$ cat src/rtl/jetp_pkg.sv
// Shared types, register indexes and the saturation helper function of the Julia escape-time pixel engine.
`default_nettype none

package jetp_pkg;

  // Register indexes on the configuration port.
  localparam logic [2:0] CFG_C_REAL      = 3'd0;
  localparam logic [2:0] CFG_C_IMAG      = 3'd1;
  localparam logic [2:0] CFG_ITER_LIMIT  = 3'd2;
  localparam logic [2:0] CFG_REAL_ORIGIN = 3'd3;
  localparam logic [2:0] CFG_REAL_STEP   = 3'd4;
  localparam logic [2:0] CFG_IMAG_ORIGIN = 3'd5;
  localparam logic [2:0] CFG_IMAG_STEP   = 3'd6;
  localparam logic [2:0] CFG_MARKER_LIM  = 3'd7;

  // Reset values of the configuration registers.
  localparam logic signed [31:0] RST_C_REAL      = -32'sd201326592;
  localparam logic signed [31:0] RST_C_IMAG      = 32'sd0;
  localparam logic [9:0]         RST_ITER_LIMIT  = 10'd180;
  localparam logic signed [31:0] RST_REAL_ORIGIN = -32'sd429496730;
  localparam logic signed [31:0] RST_REAL_STEP   = 32'sd715828;
  localparam logic signed [31:0] RST_IMAG_ORIGIN = 32'sd322122547;
  localparam logic signed [31:0] RST_IMAG_STEP   = -32'sd715828;
  localparam logic [30:0]        RST_MARKER_LIM  = 31'd44739;

  // Escape threshold: |z|^2 = 4.0 in unsigned Q8.56.
  localparam logic [63:0] ESCAPE_LIMIT = 64'h0400_0000_0000_0000;

  // Depth of the queue between the front and the back end.
  localparam int unsigned QUEUE_DEPTH = 2;
  localparam int unsigned QPTR_W      = 1;
  localparam int unsigned QCNT_W      = 2;

  typedef struct packed {
    logic [10:0] column;
    logic [9:0]  row;
  } in_t;

  typedef struct packed {
    logic [10:0] out_column;
    logic [9:0]  out_row;
    logic [9:0]  escape_count;
    logic        inside_res;
    logic        near_constant;
  } out_t;

  typedef struct packed {
    logic signed [31:0] c_real;
    logic signed [31:0] c_imag;
    logic [9:0]         iteration_limit;
    logic signed [31:0] real_origin;
    logic signed [31:0] real_step;
    logic signed [31:0] imag_origin;
    logic signed [31:0] imag_step;
    logic [30:0]        marker_limit;
  } cfg_t;

  // One classified pixel handed from the front to the back end.
  typedef struct packed {
    logic [10:0]        column;
    logic [9:0]         row;
    logic signed [31:0] z0r;
    logic signed [31:0] z0i;
    logic               near;
  } job_t;

  typedef enum logic [2:0] {
    F_IDLE,
    F_MUL,
    F_SAT,
    F_SQR,
    F_CMP
  } front_state_e;

  typedef enum logic [1:0] {
    B_IDLE,
    B_MUL,
    B_UPD
  } back_state_e;

  // Clamp a signed value to the signed Q4.28 range.
  function automatic logic signed [31:0] sat32(logic signed [63:0] x);
    logic signed [31:0] r;
    if (x > 64'sd2147483647) begin
      r = 32'sh7FFF_FFFF;
    end else if (x < -64'sd2147483648) begin
      r = 32'sh8000_0000;
    end else begin
      r = x[31:0];
    end
    return r;
  endfunction

endpackage

`default_nettype wire

$ cat src/rtl/jetp_queue.sv
// Short queue of classified pixels between the front and the back end.
`default_nettype none

module jetp_queue (
  input  wire logic      clk_i,
  input  wire logic      rst_ni,
  input  wire logic      push_i,
  input  jetp_pkg::job_t job_i,
  output logic           full_o,
  input  wire logic      pop_i,
  output logic           empty_o,
  output jetp_pkg::job_t job_o
);
  import jetp_pkg::*;

  job_t              mem_q [QUEUE_DEPTH];
  logic [QPTR_W-1:0] wr_ptr_q;
  logic [QPTR_W-1:0] rd_ptr_q;
  logic [QCNT_W-1:0] cnt_q;
  logic              do_push;
  logic              do_pop;

  assign full_o  = (cnt_q == QCNT_W'(QUEUE_DEPTH));
  assign empty_o = (cnt_q == '0);
  assign do_push = push_i && !full_o;
  assign do_pop  = pop_i && !empty_o;
  assign job_o   = mem_q[rd_ptr_q];

  // Pointers and fill count.
  always_ff @(posedge clk_i or negedge rst_ni) begin
    if (!rst_ni) begin
      wr_ptr_q <= '0;
      rd_ptr_q <= '0;
      cnt_q    <= '0;
    end else begin
      if (do_push) begin
        wr_ptr_q <= (wr_ptr_q == QPTR_W'(QUEUE_DEPTH - 1)) ? '0 : wr_ptr_q + 1'b1;
      end
      if (do_pop) begin
        rd_ptr_q <= (rd_ptr_q == QPTR_W'(QUEUE_DEPTH - 1)) ? '0 : rd_ptr_q + 1'b1;
      end
      if (do_push && !do_pop) begin
        cnt_q <= cnt_q + 1'b1;
      end else if (do_pop && !do_push) begin
        cnt_q <= cnt_q - 1'b1;
      end
    end
  end

  // Entry storage.
  always_ff @(posedge clk_i) begin
    if (do_push) begin
      mem_q[wr_ptr_q] <= job_i;
    end
  end

endmodule

`default_nettype wire

$ cat config.mk
export PLATFORM = sky130hd
export DESIGN_NAME = jetp_queue
export DESIGN_NICKNAME = d
export VERILOG_FILES = /design/src/rtl/jetp_pkg.sv /design/src/rtl/jetp_queue.sv
export SDC_FILE = /design/constraint.sdc
export NUM_CORES = 1
export LEC_CHECK = 0
export BUFFER_PORTS_ARGS = -buffer_cell sky130_fd_sc_hd__buf_4
export CAP_MARGIN = 20
export CORE_UTILIZATION = 35
export CTS_BUF_LIST = sky130_fd_sc_hd__clkbuf_8
export CTS_CLUSTER_SIZE = 14
export DETAILED_ROUTE_END_ITERATION = 7
export GPL_ROUTABILITY_DRIVEN = 0
export SLEW_MARGIN = 30
export SYNTH_ARGS = -nofsm -noshare
export SYNTH_HDL_FRONTEND = slang
export SYNTH_SLANG_ARGS = --single-unit
$ cat constraint.sdc
create_clock -name clk_i -period 4.8 [get_ports clk_i]
set_input_delay 0.48 -clock clk_i [delete_from_list [all_inputs] [get_ports clk_i]]
set_output_delay 0.48 -clock clk_i [all_outputs]
set_load 0.01 [all_outputs]
==> impl_metrics.yaml <==
global_route:
  grt_pass1_wl_mm: 18.40
  antenna_found_initial: 0
  grt_pass1_vias: 3563
  grt-ovfl-total: 0
  grt_use_total_pct: 12.73
  grt_max_degree: 87
floorplan:
  ioPinCount: 178
  fp.dieH_um: 138.5
  start_util_pct: 36.07
  rows: 49
  die_w_um: 138.5
  fp.coreArea_um2: 18090
  die_area_um2: 19190
run_status:
  status: "finished, violations left"
  violations: "DRC"
final_layout:
  drive_above_1_share_pct: 60.20
  area_delta_synth_final_pct: 29.75
  fin_nets: 569
  mostFrequentLayoutCell: "buf_4"
  final_cell_mix: "buf_4, edfxtp_1, mux2_2"
  num_antenna_cells: 0
detailed_routing:
  drcViolationCount: 24
  dr_wl_met3_um: 888
  drtPass1Iterations: 6
  vias_per_cell: 4.509
  wl_met2_mm: 5.880
  antenna_left: 0
  top_layer: "met4"
  dr_total_vias: 3242
  finalWirelength_mm: 11.84
  routedWlPerCell_um: 16.47
  drtIter0Drc: 185
  wl_met1_mm: 4.914
sta:
  layout_setup_ws_ps: 2113
  slew_violations: 0
  skew_ps: 19.89
  finalSetupTns_ps: 0
  fmax_ghz: 0.3721
  finalHoldViolCount: 0
  finalSetupViolCount: 0
  fin_crit_ps: 2687
  period_share_pct: 55.99
  max_slew_margin_pct: 42.32
  rsz0062_at_grt: "false"
  tightest_slew_ps: 865.2
yosys:
  yosys.area.top_type: "edfxtp_1"
  synth_area_per_cell_um2: 22.73
  ys_ff_latch: 176
  yosysSeqAreaShare_pct: 80.71
  synth_cell_types: 15
  synth_nets: 378
  yosys_warnings: 0
  synth_area_leaders: "edfxtp_1, mux2_2, mux2_4"
  netlist_instances: 287
  synth_area_um2: 6524
  synth_top_area_share_pct: 79.17
worst_setup_path:
  crit_path_end_kind: "output pin"
  path_buf_inv: 2
  cpPeakStageDelay_ps: 760
  critPathKind: "reg -> out"
  crit_arrival_ps: 2210
  crit_path_top_delay_cell: "dfrtp_4"
  crit_top_cell: "buf_4"
  path_cells: "buf_4, mux2_2, buf_4"
  worstPathRequired_ps: 4320
  setup.worst_path.start_class: "register"
  critPathTopFamily: "flip-flops"
  critical_path.max_fanout: 33
placement:
  dp_hpwl_mm: 7.559
  portBuffers: 177
  post-place-ws_ps: 2159
pwr:
  vdd_drop_max_mv: 0.2473
  cellLeakagePower_nw: 3.216
  power_density_nw_per_um2: 567.1
flow_run:
  drv_cap: 0
clock_network:
  cts_inserted_buffers: 17
  clock_sinks: 176
  cts_tree: "built"
  post_cts_buffers: 0
  clock_path_buffers: 2
  cts_htree_levels: 4
  cts-root-buf: "clkbuf_8"
  path_clk_slew_ps: 90
  clk_latency_ps: 450
hold_path:
  holdCritPathClass: "in -> reg"
-- cell type report --
cell class,instances,area (um2)
Multi-Input combinational cell,99,1182
Clock inverter,14,100.1
Sequential cell,176,5269
Tap cell,229,286.5
Timing Repair Buffer,182,1385
Clock buffer,17,234.0
Fill cell,1535,9622
Inverter,2,7.507
-- per-stage QoR --
| stage | total power [mW] | hold slack, ps | std cells | util, % | instance area [um2] |
|---|---|---|---|---|---|
| finish | 4.800 | 213.4 | 719 | 46.80 | 8464 |
| CTS | 4.876 | 167.5 | 718 | 46.69 | 8444 |
| global route | 5.047 | 165.9 | 719 | 46.80 | 8464 |
| floorplan | 3.265 | 184.4 | 287 | - | 6524 |
| global placement | 3.934 | 278.0 | 686 | 44.77 | 8097 |
| detailed placement | 3.973 | 282.1 | 686 | 44.79 | 8100 |
-- where the power goes --
group          total [mW]  switching (mW)  internal, mW
Combinational        1.66           0.751         0.905
Clock               0.893           0.498         0.395
Sequential           2.25           0.147          2.10
-- synthesized netlist by cell type (all sizes together) --
| cell | n |
|---|---|
| and3 | 1 |
| buf | 10 |
| dfrtp | 4 |
| edfxtp | 172 |
| ha | 1 |
| inv | 2 |
| mux2 | 86 |
| nand2 | 1 |
| nand2b | 1 |
| nor2 | 3 |
| o21ai | 1 |
| xnor2 | 3 |
| xor2 | 2 |
-- worst register-to-register path, delay by kind of cell (launching register included) --
kind | cells | cell delay, ps
buf+inv | 1 | 580
simple gates | 2 | 860
flops | 1 | 440
-- per-layer routing --
layer | vias to the layer above | GRT usage [%]
li1 | 1506 | -
met1 | 1604 | 14.51
met2 | 119 | 21.43
met3 | 13 | 4.988
met4 | 0 | 5.145
met5 | - | 0
-- what timing repair did --
action | 4_1_cts | 5_1_grt
gates resized for setup | 0 | 0
hold buffers | 1 | 0
endpoints found under the hold margin | 4 | 0
-- state kept, by name (all words and copies together), names as in the netlist --
| signal | count |
|---|---|
| cnt_q | 2 |
| rd_ptr_q | 1 |
| mem_q | 172 |
| wr_ptr_q | 1 |
-- cell families after synthesis --
logic type / count (synthesis) / share of synthesized area, %
DFF: 176 / 80.71
buffers and inverters: 12 / 1.362
adders and majority gates: 1 / 0.1918
xor gates and xnor gates: 5 / 0.6714
muxes: 86 / 16.57
AOI/OAI and AO/OA: 1 / 0.07664
and+or+nand+nor: 6 / 0.4220
-- worst paths after layout --
kind / depth (start not counted) / to / start / slack (ps)
setup reg to reg: 3 / mem_q[1][32] / cnt_q[0] / 2540
hold / removal: 1 / mem_q[1][75] / job_i[75] / 210
setup / recovery: 3 / job_o[64] / rd_ptr_q / 2110
hold reg to reg: 1 / cnt_q[1] / cnt_q[1] / 550
max in group asynchronous: 2 / wr_ptr_q / rst_ni / 4300
min in group asynchronous: 2 / cnt_q[1] / rst_ni / 370
No activity file was read; power rests on OpenSTA's default activity.
